==> config.mk <==
export PLATFORM = sky130hd
export DESIGN_NAME = hdt_scan_ctrl
export DESIGN_NICKNAME = d
export VERILOG_FILES = /design/src/hdt_pkg.sv /design/src/hdt_scan_ctrl.sv
export VERILOG_INCLUDE_DIRS = /design/src /design/src/src
export SDC_FILE = /design/constraint.sdc
export NUM_CORES = 1
export LEC_CHECK = 0
export BUFFER_PORTS_ARGS = -buffer_cell sky130_fd_sc_hd__buf_2
export CAP_MARGIN = 40
export CORE_AREA = 2 2 174 176
export CTS_CLUSTER_DIAMETER = 50
export DETAILED_ROUTE_END_ITERATION = 6
export DIE_AREA = 0 0 176 178
export GPL_ROUTABILITY_DRIVEN = 1
export PLACE_DENSITY = 0.75
export SYNTH_ARGS = -nofsm -noshare
export SYNTH_HDL_FRONTEND = slang
export SYNTH_SLANG_ARGS = --single-unit
export TNS_END_PERCENT = 1
==> constraint.sdc <==
create_clock -name i_clk -period 8.68 [get_ports i_clk]
set_clock_uncertainty 0.2 [all_clocks]
set_input_delay 2.17 -clock i_clk [delete_from_list [all_inputs] [get_ports i_clk]]
set_output_delay 2.17 -clock i_clk [all_outputs]
set_load 0.01 [all_outputs]
==> src/host_descriptor_table_core_assert.svh <==
// assertion macros for the host descriptor table
`ifndef HOST_DESCRIPTOR_TABLE_CORE_ASSERT_SVH
`define HOST_DESCRIPTOR_TABLE_CORE_ASSERT_SVH
`ifndef SYNTHESIS
// same-cycle implication
`define HDT_ASSERT_IMP(name, clk, rst_n, ante, cons) \
    name: assert property (@(posedge clk) disable iff (!rst_n) (ante) |-> (cons)) \
        else $error("hdt assertion failed");
// next-cycle implication
`define HDT_ASSERT_NXT(name, clk, rst_n, ante, cons) \
    name: assert property (@(posedge clk) disable iff (!rst_n) (ante) |=> (cons)) \
        else $error("hdt assertion failed");
`else
`define HDT_ASSERT_IMP(name, clk, rst_n, ante, cons)
`define HDT_ASSERT_NXT(name, clk, rst_n, ante, cons)
`endif
`endif

==> src/hdt_pkg.sv <==
package hdt_pkg;

    // fixed field widths
    localparam int MAC_W       = 48;
    localparam int IP_W        = 32;
    localparam int PORT_MASK_W = 32;
    localparam int KIND_W      = 3;

    // request kinds
    typedef enum logic [KIND_W-1:0] {
        KIND_INSERT   = 3'd0,
        KIND_REGISTER = 3'd1,
        KIND_DELETE   = 3'd2,
        KIND_SET_IP   = 3'd3,
        KIND_SET_MASK = 3'd4,
        KIND_PRESENT  = 3'd5,
        KIND_CHECK_IP = 3'd6,
        KIND_SEARCH   = 3'd7
    } t_kind;

endpackage

==> src/hdt_scan_ctrl.sv <==
`include "host_descriptor_table_core_assert.svh"

module hdt_scan_ctrl #(
    parameter int HOST_ENTRIES = 64,
    parameter int MASK_W       = 32,
    parameter int IDX_W        = 6,
    parameter int CNT_W        = 7,
    parameter int ENT_W        = 112
) (
    input  logic                            i_clk,
    input  logic                            i_rst_n,
    // request side
    input  logic                            i_start,
    output logic                            o_busy,
    input  logic [hdt_pkg::KIND_W-1:0]      i_kind,
    input  logic [hdt_pkg::MAC_W-1:0]       i_mac_key,
    input  logic [hdt_pkg::IP_W-1:0]        i_ip_value,
    input  logic [hdt_pkg::PORT_MASK_W-1:0] i_category_mask,
    // result side
    output logic                            o_done,
    output logic                            o_hit,
    output logic                            o_full_flag,
    output logic [hdt_pkg::MAC_W-1:0]       o_found_mac,
    output logic [hdt_pkg::PORT_MASK_W-1:0] o_found_mask,
    output logic [CNT_W-1:0]                o_entry_count,
    // entry memory
    output logic                            o_wr_en,
    output logic [IDX_W-1:0]                o_wr_addr,
    output logic [ENT_W-1:0]                o_wr_data,
    output logic                            o_rd_en,
    output logic [IDX_W-1:0]                o_rd_addr,
    input  logic [ENT_W-1:0]                i_rd_data
);

    typedef enum logic [2:0] {
        S_IDLE   = 3'b001,
        S_APPEND = 3'b010,
        S_SCAN   = 3'b100
    } t_state;

    t_state                       r_state;
    hdt_pkg::t_kind               r_kind;
    logic [hdt_pkg::MAC_W-1:0]    r_key;
    logic [hdt_pkg::IP_W-1:0]     r_ip;
    logic [MASK_W-1:0]            r_mask;
    logic [CNT_W-1:0]             r_count;
    logic [CNT_W-1:0]             r_rd_cnt;
    logic [CNT_W-1:0]             r_wr_cnt;
    logic [IDX_W-1:0]             r_chk_idx;
    logic                         r_pend;
    logic                         r_hit;
    logic                         r_found;
    logic [hdt_pkg::MAC_W-1:0]    r_fmac;
    logic [MASK_W-1:0]            r_fmask;
    logic                         r_out_valid;
    logic                         r_out_hit;
    logic                         r_out_full;
    logic [hdt_pkg::MAC_W-1:0]    r_out_mac;
    logic [MASK_W-1:0]            r_out_mask;
    logic [CNT_W-1:0]             r_out_count;

    logic                         full_now;
    logic                         scan_issue;
    logic                         key_match;
    logic                         ip_match;
    logic [hdt_pkg::MAC_W-1:0]    rd_key;
    logic [hdt_pkg::IP_W-1:0]     rd_ip;
    logic [MASK_W-1:0]            rd_mask;

    // unpack the entry read last cycle
    assign rd_key    = i_rd_data[ENT_W-1 -: hdt_pkg::MAC_W];
    assign rd_ip     = i_rd_data[MASK_W +: hdt_pkg::IP_W];
    assign rd_mask   = i_rd_data[MASK_W-1:0];
    assign key_match = (rd_key == r_key);
    assign ip_match  = (rd_ip == r_ip);

    assign full_now   = (r_count == CNT_W'(HOST_ENTRIES));
    assign scan_issue = (r_state == S_SCAN) && (r_rd_cnt != r_count);

    // read port walks the valid entries in order
    assign o_rd_en   = scan_issue;
    assign o_rd_addr = r_rd_cnt[IDX_W-1:0];

    // write port: append, compaction or in-place rewrite
    always_comb begin
        o_wr_en   = 1'b0;
        o_wr_addr = r_count[IDX_W-1:0];
        o_wr_data = {r_key, r_ip, {MASK_W{1'b0}}};
        if (r_state == S_APPEND) begin
            o_wr_en = !full_now;
            if (r_kind == hdt_pkg::KIND_REGISTER) begin
                o_wr_data = {r_key, {hdt_pkg::IP_W{1'b0}}, r_mask};
            end
        end else if ((r_state == S_SCAN) && r_pend) begin
            case (r_kind)
                hdt_pkg::KIND_DELETE: begin
                    o_wr_en   = !key_match;
                    o_wr_addr = r_wr_cnt[IDX_W-1:0];
                    o_wr_data = i_rd_data;
                end
                hdt_pkg::KIND_SET_IP: begin
                    o_wr_en   = key_match;
                    o_wr_addr = r_chk_idx;
                    o_wr_data = {rd_key, r_ip, rd_mask};
                end
                hdt_pkg::KIND_SET_MASK: begin
                    o_wr_en   = key_match;
                    o_wr_addr = r_chk_idx;
                    o_wr_data = {rd_key, rd_ip, r_mask};
                end
                default: begin
                    o_wr_en = 1'b0;
                end
            endcase
        end
    end

    // sequencer
    always_ff @(posedge i_clk) begin
        if (!i_rst_n) begin
            r_state     <= S_IDLE;
            r_count     <= '0;
            r_pend      <= 1'b0;
            r_out_valid <= 1'b0;
        end else begin
            r_out_valid <= 1'b0;
            unique case (r_state)
                S_IDLE: begin
                    if (i_start) begin
                        r_kind   <= hdt_pkg::t_kind'(i_kind);
                        r_key    <= i_mac_key;
                        r_ip     <= i_ip_value;
                        r_mask   <= i_category_mask[MASK_W-1:0];
                        r_hit    <= 1'b0;
                        r_found  <= 1'b0;
                        r_fmac   <= '0;
                        r_fmask  <= '0;
                        r_rd_cnt <= '0;
                        r_wr_cnt <= '0;
                        r_pend   <= 1'b0;
                        if ((i_kind == hdt_pkg::KIND_INSERT) ||
                            (i_kind == hdt_pkg::KIND_REGISTER)) begin
                            r_state <= S_APPEND;
                        end else begin
                            r_state <= S_SCAN;
                        end
                    end
                end
                S_APPEND: begin
                    // full insert wipes the table, full register is refused
                    r_out_valid <= 1'b1;
                    r_out_hit   <= 1'b0;
                    r_out_full  <= full_now;
                    r_out_mac   <= '0;
                    r_out_mask  <= '0;
                    if (full_now) begin
                        if (r_kind == hdt_pkg::KIND_INSERT) begin
                            r_count     <= '0;
                            r_out_count <= '0;
                        end else begin
                            r_out_count <= r_count;
                        end
                    end else begin
                        r_count     <= r_count + 1'b1;
                        r_out_count <= r_count + 1'b1;
                    end
                    r_state <= S_IDLE;
                end
                S_SCAN: begin
                    // issue stage
                    r_pend <= scan_issue;
                    if (scan_issue) begin
                        r_rd_cnt  <= r_rd_cnt + 1'b1;
                        r_chk_idx <= r_rd_cnt[IDX_W-1:0];
                    end
                    // compare stage on the returned entry
                    if (r_pend) begin
                        case (r_kind) inside
                            hdt_pkg::KIND_DELETE: begin
                                if (key_match) begin
                                    r_hit <= 1'b1;
                                end else begin
                                    r_wr_cnt <= r_wr_cnt + 1'b1;
                                end
                            end
                            hdt_pkg::KIND_SET_IP, hdt_pkg::KIND_SET_MASK,
                            hdt_pkg::KIND_PRESENT: begin
                                if (key_match) begin
                                    r_hit <= 1'b1;
                                end
                            end
                            hdt_pkg::KIND_CHECK_IP: begin
                                if (key_match && !r_found) begin
                                    r_found <= 1'b1;
                                    r_hit   <= ip_match;
                                end
                            end
                            hdt_pkg::KIND_SEARCH: begin
                                if (ip_match && !r_found) begin
                                    r_found <= 1'b1;
                                    r_hit   <= 1'b1;
                                    r_fmac  <= rd_key;
                                    r_fmask <= rd_mask;
                                end
                            end
                            default: begin
                                r_hit <= r_hit;
                            end
                        endcase
                    end
                    // all entries read and compared
                    if (!scan_issue && !r_pend) begin
                        r_out_valid <= 1'b1;
                        r_out_hit   <= r_hit;
                        r_out_full  <= 1'b0;
                        r_out_mac   <= r_fmac;
                        r_out_mask  <= r_fmask;
                        if (r_kind == hdt_pkg::KIND_DELETE) begin
                            r_count     <= r_wr_cnt;
                            r_out_count <= r_wr_cnt;
                        end else begin
                            r_out_count <= r_count;
                        end
                        r_state <= S_IDLE;
                    end
                end
                default: begin
                    r_state <= S_IDLE;
                end
            endcase
        end
    end

    assign o_busy        = (r_state != S_IDLE);
    assign o_done        = r_out_valid;
    assign o_hit         = r_out_hit;
    assign o_full_flag   = r_out_full;
    assign o_found_mac   = r_out_mac;
    assign o_found_mask  = hdt_pkg::PORT_MASK_W'(r_out_mask);
    assign o_entry_count = r_out_count;

    // table never grows past its depth
    `HDT_ASSERT_IMP(a_count_bound, i_clk, i_rst_n, 1'b1, r_count <= CNT_W'(HOST_ENTRIES))
    // result word only appears once the sequencer is back at rest
    `HDT_ASSERT_IMP(a_done_idle, i_clk, i_rst_n, r_out_valid, r_state == S_IDLE)
    // compaction writes never overtake the entry being compared
    `HDT_ASSERT_IMP(a_compact_behind, i_clk, i_rst_n,
        (r_state == S_SCAN) && r_pend && (r_kind == hdt_pkg::KIND_DELETE),
        r_wr_cnt <= CNT_W'(r_chk_idx))
    // an accepted request makes the block busy
    `HDT_ASSERT_NXT(a_start_busy, i_clk, i_rst_n, i_start && !o_busy, r_state != S_IDLE)

endmodule

==> impl_metrics.json, run 1 <==
{
  "die_h_um": 178,
  "ys_warn_count": 0,
  "hold_viol": 0,
  "cts_setup_buffers": 0,
  "coreArea_um2": 29400,
  "grt_pass1_wl_mm": 54.0,
  "synth_cell_types": 53,
  "maxSlewHeadroom_pct": 47.1,
  "period_share_pct": 77.9,
  "grt_overflow": 0,
  "met2_usage_pct": 39.1,
  "dpl_worst_slack_ps": 1870,
  "layout.cells.non_filler": 1882,
  "grt_pass1_vias": 9415,
  "grt_usage_pct": 22.8,
  "gp_congestion": 0.881,
  "min_path_type": "register to register",
  "clock_latency_ps": 530,
  "die_w_um": 176,
  "end_kind": "primary output",
  "rsz0062_at_grt": "no",
  "ir_drop_mv": 0.160,
  "finalNetCount": 1692,
  "syn2layout_area_growth_pct": 29.0,
  "outcome": "finished, final reports clean",
  "ctsResizeCount": 0,
  "min_period_ps": 6760,
  "cts_tree": "yes",
  "crit_fanout": 4,
  "cts_buffers": 38,
  "power_mw": 3.77,
  "setup_viol": 0,
  "avgSynthCellArea_um2": 13.8,
  "dp_hpwl_mm": 26.7,
  "start_kind": "input port",
  "clock_tree.root_cell": "clkbuf_16",
  "vias": 9668,
  "globalRoute.busiestLayer": "met2",
  "syn_area_um2": 14000,
  "htree_levels": 2,
  "antenna_found_initial": 5,
  "yosys_register_bits": 318,
  "leakage_nw": 7.10,
  "postRouteAntennaNets": 0,
  "cp.required_ps": 6310,
  "met3_usage_pct": 4.33,
  "synth-seq-area-share_pct": 67.6,
  "totalWireLength_mm": 37.0,
  "drv_cap": 0,
  "cts.sinks": 318,
  "fmax_mhz": 148,
  "worst_pin_slew_ps": 787,
  "grt_max_degree": 104,
  "hold_buffers": 0,
  "numPortBuffers": 446,
  "synthCells": 1015,
  "initial_utilization_pct": 47.5,
  "synthArstFlopShare_pct": 0,
  "worstSetupPathType": "input port to primary output",
  "synth_edf_count": 306,
  "die-area_um2": 31300,
  "final.setup.worst_slack_ps": 1920,
  "std_cell_rows": 63,
  "synth_nets": 1249,
  "power_density_nw_per_um2": 210,
  "drtPass1Iterations": 5,
  "clockBufferDepth": 3,
  "layout-drive-gt1-share_pct": 39.1,
  "post_drt_via_cell_ratio": 5.14,
  "pin_count": 447,
  "clk_pin_slew_worst_paths_ps": 60,
  "grt_use_met1_pct": 29.0,
  "drt_iter0_markers": 744,
  "finalSetupTns_ps": 0,
  "drcViolationCount": 0,
  "worstPathArrival_ps": 4390,
  "slew_violations": 0,
  "placed_cells": 1808,
  "synth_flop_cell": "edfxtp_1",
  "wl_per_cell_um": 19.6
}
==> Yosys cell counts (3+ instances only) <==
| cell type | instances | area (µm²) |
|---|---|---|
| nand2b_1 | 3 | 18.8 |
| o21ai_1 | 6 | 30.0 |
| nor3b_1 | 3 | 22.5 |
| clkbuf_1 | 41 | 154 |
| nor4_1 | 16 | 100 |
| and3_1 | 4 | 25.0 |
| buf_4 | 7 | 52.6 |
| a21oi_1 | 38 | 190 |
| a22oi_1 | 6 | 45.0 |
| edfxtp_1 | 306 | 9190 |
| ha_1 | 4 | 50.1 |
| and2_1 | 168 | 1050 |
| nand3_1 | 12 | 60.1 |
| o21ai_0 | 17 | 85.1 |
| nand4_1 | 11 | 68.8 |
| mux2_2 | 46 | 518 |
| nor2_1 | 29 | 109 |
| xor2_1 | 59 | 517 |
| inv_1 | 5 | 18.8 |
| xnor2_1 | 40 | 350 |
| o21a_1 | 3 | 22.5 |
| a22o_1 | 32 | 280 |
| nor3_1 | 10 | 50.1 |
| nand2_1 | 89 | 334 |
| nand3b_1 | 4 | 30.0 |
| dfxtp_1 | 12 | 240 |
| buf_2 | 11 | 55.1 |
==> flip-flops by register name, summed over array words and instances, names as in the netlist <==
signal / count
r_state: 3
r_found: 1
r_rd_cnt: 7
o_entry_count: 7
o_found_mask: 32
r_wr_cnt: 7
o_full_flag: 1
r_pend: 1
r_fmask: 32
r_chk_idx: 6
o_found_mac: 48
r_count: 7
r_kind: 3
r_mask: 32
o_hit: 1
o_done: 1
r_fmac: 48
r_key: 48
r_ip: 32
r_hit: 1
==> critical path, cell delays in order <==
cell and delay, ps:
buf_2 120, xor2_1 240, nor4_1 630, nand4_1 300, nor3_1 270, buf_2 220
mux2i_1 180, o21ai_0 90, buf_2 170
==> final timing paths <==
path	end	start	depth (start not counted)	slack (ps)
worst max-delay path	o_wr_en	i_rd_data[66]	9	1920
worst min-delay path	o_found_mac[2]	r_fmac[2]	1	300
worst max register to register	r_wr_cnt[3]	r_state[0]	8	5030
worst min register to register	o_found_mac[2]	r_fmac[2]	1	300
==> cell families after synthesis <==
kind of cell    after synthesis  synth area share (%)
compound gates              117                  5.55
xor+xnor                     99                  6.21
fa+ha+maj                     4                 0.359
buf+inv                      66                  2.12
flops                       318                  67.6
mux                          50                  4.02
simple gates                361                  14.2
==> routing by layer <==
metal	vias up	part of all wire, %
met5	-	0
met4	0	3.0
met3	71	6.2
met2	379	51
met1	4656	40
li1	4562	-
==> cells in the final DEF, fill, tap and decap left out, drive strengths merged, types with 2 or more instances in the layout <==
| master | Yosys | layout |
|---|---|---|
| buf | 19 | 463 |
| edfxtp | 306 | 306 |
| and2 | 168 | 168 |
| nand2 | 90 | 90 |
| xor2 | 59 | 59 |
| mux2 | 48 | 48 |
| clkbuf | 41 | 47 |
| xnor2 | 40 | 40 |
| a21oi | 38 | 38 |
| a22o | 32 | 32 |
| nor2 | 29 | 29 |
| o21ai | 23 | 23 |
| nor4 | 16 | 16 |
| nand3 | 12 | 12 |
| dfxtp | 12 | 12 |
| nand4 | 11 | 11 |
| inv | 6 | 11 |
| nor3 | 10 | 10 |
| bufinv | 0 | 7 |
| clkinv | 0 | 7 |
| a22oi | 6 | 6 |
| diode | 0 | 5 |
| and3 | 4 | 4 |
| nand3b | 4 | 4 |
| ha | 4 | 4 |
| nor3b | 4 | 4 |
| nand2b | 3 | 3 |
| o21a | 3 | 3 |
| clkinvlp | 0 | 3 |
| mux2i | 2 | 2 |
| o22ai | 2 | 2 |
| a221o | 2 | 2 |
| nor2b | 2 | 2 |
| a21o | 2 | 2 |
| a31o | 2 | 2 |
| or2 | 2 | 2 |
==> report_power, final <==
part           internal (mW)  switching [mW]
clock                   1.05           0.633
combinational          0.123           0.166
sequential              1.76          0.0355
==> through the flow <==
stage | area, µm² | hold slack [ps] | utilization, %
2_1_floorplan | 14000 | 284 | -
3_3_place_gp | 16500 | 298 | 56.2
3_5_place_dp | 16600 | 301 | 56.6
4_1_cts | 18000 | 305 | 61.2
5_1_grt | 18000 | 323 | 61.2
6_report | 18000 | 303 | 61.2
==> area by class of cell <==
class	count	area, µm²
clock inverters	22	332
inverters	6	27.5
well taps	390	488
clock buffers	47	1020
multi-input cells	631	4270
repair buffers	463	2420
diodes	5	12.5
fillers	2274	11400
flip-flops and latches	318	9430
(Power assumes the default switching activity.)
==> run 2, diff against run 1 <==
Settings changed: CORE_AREA 2 2 174 176 to default, CORE_MARGIN from default to 2, CORE_UTILIZATION from default to 46, DIE_AREA 0 0 176 178 to default, PLACE_DENSITY 0.75 to 0.76.
Clock period 8.68 ns to 5.7 ns, I/O delays scaled along.
==> run 2 against run 1 <==
Net effect:
- final cell count is 0.16% higher
- worst hold slack better by 8.6 ps
- critical path depth up 1
- design area is 0.76% lower
- via count up 0.12%
- die area rose by 1.4%
- clock power up 34%
- total power grew 44%
- sequential cell count did not move
- worst setup slack worse by 1300 ps
- routed wire length barely moved
- combinational power rose by 53%
==> impl_metrics.json, run 2 (synthesis results as in run 1) <==
{
  "cts_buffers": 39,
  "cp.required_ps": 4070,
  "hold_viol": 0,
  "totalWireLength_mm": 37.0,
  "worstSetupPathType": "input port to primary output",
  "dp_hpwl_mm": 26.8,
  "syn2layout_area_growth_pct": 28.0,
  "drcViolationCount": 0,
  "slowest_stage": "nor4_1",
  "period_share_pct": 89.1,
  "drt_iter0_markers": 787,
  "start_kind": "input port",
  "cp.buffers_inverters": 4,
  "layout-drive-gt1-share_pct": 39.2,
  "slew_violations": 0,
  "worstPathArrival_ps": 3450,
  "grt_pass1_wl_mm": 54.0,
  "vias": 9680,
  "most-common-layout-cells": "447 x buf_2, 306 x edfxtp_1, 167 x and2_1, 89 x nand2_1, 59 x xor2_1",
  "wl_per_cell_um": 19.6,
  "cts.sinks": 318,
  "hold_slack_ps": 312,
  "std_cell_rows": 63,
  "maxSlewHeadroom_pct": 49.3,
  "end_kind": "primary output",
  "outcome": "finished, final reports clean",
  "power_mw": 5.44,
  "coreArea_um2": 29800,
  "grt_pass1_vias": 9371,
  "numPortBuffers": 446,
  "post_drt_via_cell_ratio": 5.14,
  "postRouteAntennaNets": 0,
  "hold_buffers": 0,
  "ctsResizeCount": 0,
  "grt_usage_pct": 22.4,
  "clockBufferDepth": 3,
  "initial_utilization_pct": 46.8,
  "final_common_cell": "buf_2",
  "crit_fanout": 4,
  "grt_max_degree": 81,
  "cts_tree": "yes",
  "antenna_found_initial": 7,
  "clk_pin_slew_worst_paths_ps": 60,
  "drtPass1Iterations": 5,
  "min_period_ps": 5080,
  "clock_tree.root_cell": "clkbuf_16",
  "cts_setup_buffers": 0,
  "gp_congestion": 0.864,
  "die_w_um": 178,
  "crit_chain": "buf_2 -> xor2_1 -> nor4_1 -> buf_4 -> nand4_1 -> nor3_1 -> buf_4 -> mux2i_1 -> o21ai_0 -> buf_2",
  "setup_viol": 0,
  "worst_pin_slew_ps": 760,
  "leakage_nw": 7.05,
  "drv_cap": 0,
  "critPathTopFamily": "simple AND/OR/NAND/NOR gates",
  "rsz0062_at_grt": "no",
  "finalNetCount": 1695,
  "finalSetupTns_ps": 0,
  "min_path_type": "register to register",
  "ir_drop_mv": 0.259,
  "grt_overflow": 0,
  "placed_area_um2": 16700,
  "max_stage_delay_ps": 420,
  "stdcell_area_um2": 17900,
  "pin_count": 447,
  "clock_latency_ps": 510,
  "die-area_um2": 31800,
  "die_h_um": 178,
  "power_density_nw_per_um2": 304,
  "fmax_mhz": 197,
  "htree_levels": 2
}
==> run 2: changes by cell type in the layout (fill, tap and decap cells not counted), moves of 2 or more <==
cell / before / now
bufinv_16: 7 / 0
inv_6: 2 / 11
clkinv_2: 2 / 6
clkinv_1: 3 / 5
clkbuf_1: 7 / 4
==> run 2: worst paths after layout <==
path | from | to | slack (ps) | cells after the start
setup reg to reg | r_ip[28] | r_fmask[27] | 2530 | 7
hold / removal | r_fmac[5] | o_found_mac[5] | 310 | 1
hold reg to reg | r_fmac[5] | o_found_mac[5] | 310 | 1
setup / recovery | i_rd_data[66] | o_wr_en | 620 | 10
==> run 2: layer usage <==
| metal | GRT usage [%] | vias up | part of all wire (%) |
|---|---|---|---|
| met5 | 0 | - | 0.035 |
| met4 | 7.62 | 2 | 2.8 |
| met3 | 4.92 | 70 | 7.1 |
| met2 | 38.4 | 394 | 50 |
| met1 | 28.2 | 4645 | 40 |
| li1 | - | 4569 | - |
==> run 2: stage by stage <==
stage	setup slack, ps	instances	util (%)
global placement	657	1802	55.6
floorplan	400	1015	-
finish	624	1885	60.0
CTS	622	1879	59.9
detailed placement	636	1810	56.0
global route	480	1884	59.9
==> run 2: area by class of cell <==
cell class / count / area (µm²)
Fill cell: 2360 / 11900
Sequential cell: 318 / 9430
Multi-Input combinational cell: 631 / 4270
Timing Repair Buffer: 465 / 2460
Clock buffer: 43 / 991
Tap cell: 390 / 488
Clock inverter: 26 / 180
Inverter: 6 / 27.5
Antenna cell: 6 / 15.0
==> run 2: power by group <==
part           internal, mW  total (mW)  switching (mW)
logic                 0.188       0.440           0.252
registers              2.68        2.74          0.0550
clock network          1.28        2.26           0.979
==> run 3, diff against run 2 <==
Settings changed: CORE_MARGIN 2 to 4.
==> run 3 against run 2 <==
Net effect:
- maximum frequency shrank 0.43%
- sequential cell count unchanged
- combinational power hardly changed
- sequential power hardly changed
- via count is 0.34% higher
- design area up 0.32%
- worst setup slack lost 22 ps
==> impl_metrics.json, run 3 (synthesis results as in run 1) <==
{
  "stdcell_area_um2": 17900,
  "dp_hpwl_mm": 27.4,
  "final_common_cell": "buf_2",
  "grt_pass1_wl_mm": 56.7,
  "htree_levels": 2,
  "setup_viol": 0,
  "worstSetupEndpoint": "o_wr_en",
  "layout.cells.non_filler": 1882,
  "cts_setup_buffers": 0,
  "clock_tree.root_cell": "clkbuf_16",
  "most-common-layout-cells": "447 x buf_2, 306 x edfxtp_1, 167 x and2_1, 89 x nand2_1, 59 x xor2_1",
  "worstPathArrival_ps": 3470,
  "power_mw": 5.57,
  "ir_drop_mv": 0.268,
  "finalSetupTns_ps": 0,
  "clockBufferDepth": 3,
  "grt_overflow": 0,
  "maxSlewHeadroom_pct": 48.5,
  "worst_pin_slew_ps": 773,
  "end_kind": "primary output",
  "dpl_worst_slack_ps": 639,
  "rrSetupSlack_ps": 2560,
  "initial_utilization_pct": 46.8,
  "final.setup.worst_slack_ps": 602,
  "gp_congestion": 0.897,
  "hold_slack_ps": 314,
  "hold_buffers": 0,
  "grt_max_degree": 100,
  "placed_cells": 1807,
  "die-area_um2": 33200,
  "min_period_ps": 5100,
  "fmax_mhz": 196,
  "syn2layout_area_growth_pct": 28.4,
  "drt_iter0_markers": 670,
  "ctsResizeCount": 0,
  "r2r-start": "r_rd_cnt[0]",
  "antenna_found_initial": 5,
  "cts_tree": "yes",
  "grt_usage_pct": 21.8,
  "layout-drive-gt1-share_pct": 38.8,
  "post_drt_via_cell_ratio": 5.16,
  "totalWireLength_mm": 37.5,
  "slew_violations": 0,
  "worstSetupPathType": "input port to primary output",
  "min_path_type": "register to register",
  "drcViolationCount": 0,
  "cts.sinks": 318,
  "cts_buffers": 40,
  "wl_per_cell_um": 19.9,
  "clk_pin_slew_worst_paths_ps": 60,
  "pin_count": 447,
  "drtPass1Iterations": 5,
  "power_density_nw_per_um2": 311,
  "postRouteAntennaNets": 0,
  "die_w_um": 182,
  "fin_util_pct": 60.1,
  "numPortBuffers": 446,
  "reg2reg_depth": 7,
  "hold_viol": 0,
  "outcome": "finished, final reports clean",
  "placed_area_um2": 16600,
  "start_kind": "input port",
  "drv_cap": 0,
  "coreArea_um2": 29800,
  "critical_path.startpoint": "i_rd_data[90]",
  "die_h_um": 182,
  "std_cell_rows": 63,
  "worst_r2r_endpoint": "o_found_mac[11]",
  "cp.required_ps": 4070,
  "crit_fanout": 4,
  "finalNetCount": 1693,
  "clock_latency_ps": 510,
  "grt_pass1_vias": 9808,
  "period_share_pct": 89.4,
  "leakage_nw": 7.06,
  "vias": 9713,
  "rsz0062_at_grt": "no"
}
==> run 3: worst min path at each step <==
stage	start	to	slack, ps	cells after the start
floorplan	r_count[6]	r_count[6]	280	2
global placement	r_fmac[15]	o_found_mac[15]	300	1
detailed placement	r_fmac[17]	o_found_mac[17]	300	1
CTS	r_fmac[3]	o_found_mac[3]	310	1
global route	r_fmask[18]	o_found_mask[18]	330	1
finish	r_fmac[3]	o_found_mac[3]	310	1
==> run 3: final cells by class <==
type                            instances  area, µm²
Sequential cell                       318       9430
Timing Repair Buffer                  462       2430
Clock inverter                         18        183
Inverter                                6       27.5
Tap cell                              390        488
Clock buffer                           53       1080
Multi-Input combinational cell        631       4270
Antenna cell                            4       10.0
Fill cell                            2362      11900
==> run 3: worst max-delay path, cell delays in order <==
cell and delay, ps:
buf_2 120, xor2_1 180, nor4_1 650, nand4_1 170, nor3_1 250, buf_4 190
mux2i_1 70, o21ai_0 220, buf_2 190
==> run 3: power by group <==
| part | leakage (nW) | switching, mW | internal, mW |
|---|---|---|---|
| combinational | 3.56 | 0.252 | 0.184 |
| sequential | 2.89 | 0.0538 | 2.68 |
| clock | 0.611 | 0.955 | 1.44 |
==> run 3: routing by layer <==
| metal | part of all wire [%] | GRT usage (%) | routed length [µm] | up-vias |
|---|---|---|---|---|
| li1 | - | - | - | 4563 |
| met1 | 39 | 27.6 | 14800 | 4706 |
| met2 | 51 | 37.9 | 19100 | 372 |
| met3 | 6.9 | 4.33 | 2580 | 68 |
| met4 | 2.7 | 6.69 | 995 | 4 |
| met5 | 0.064 | 0 | 24 | - |
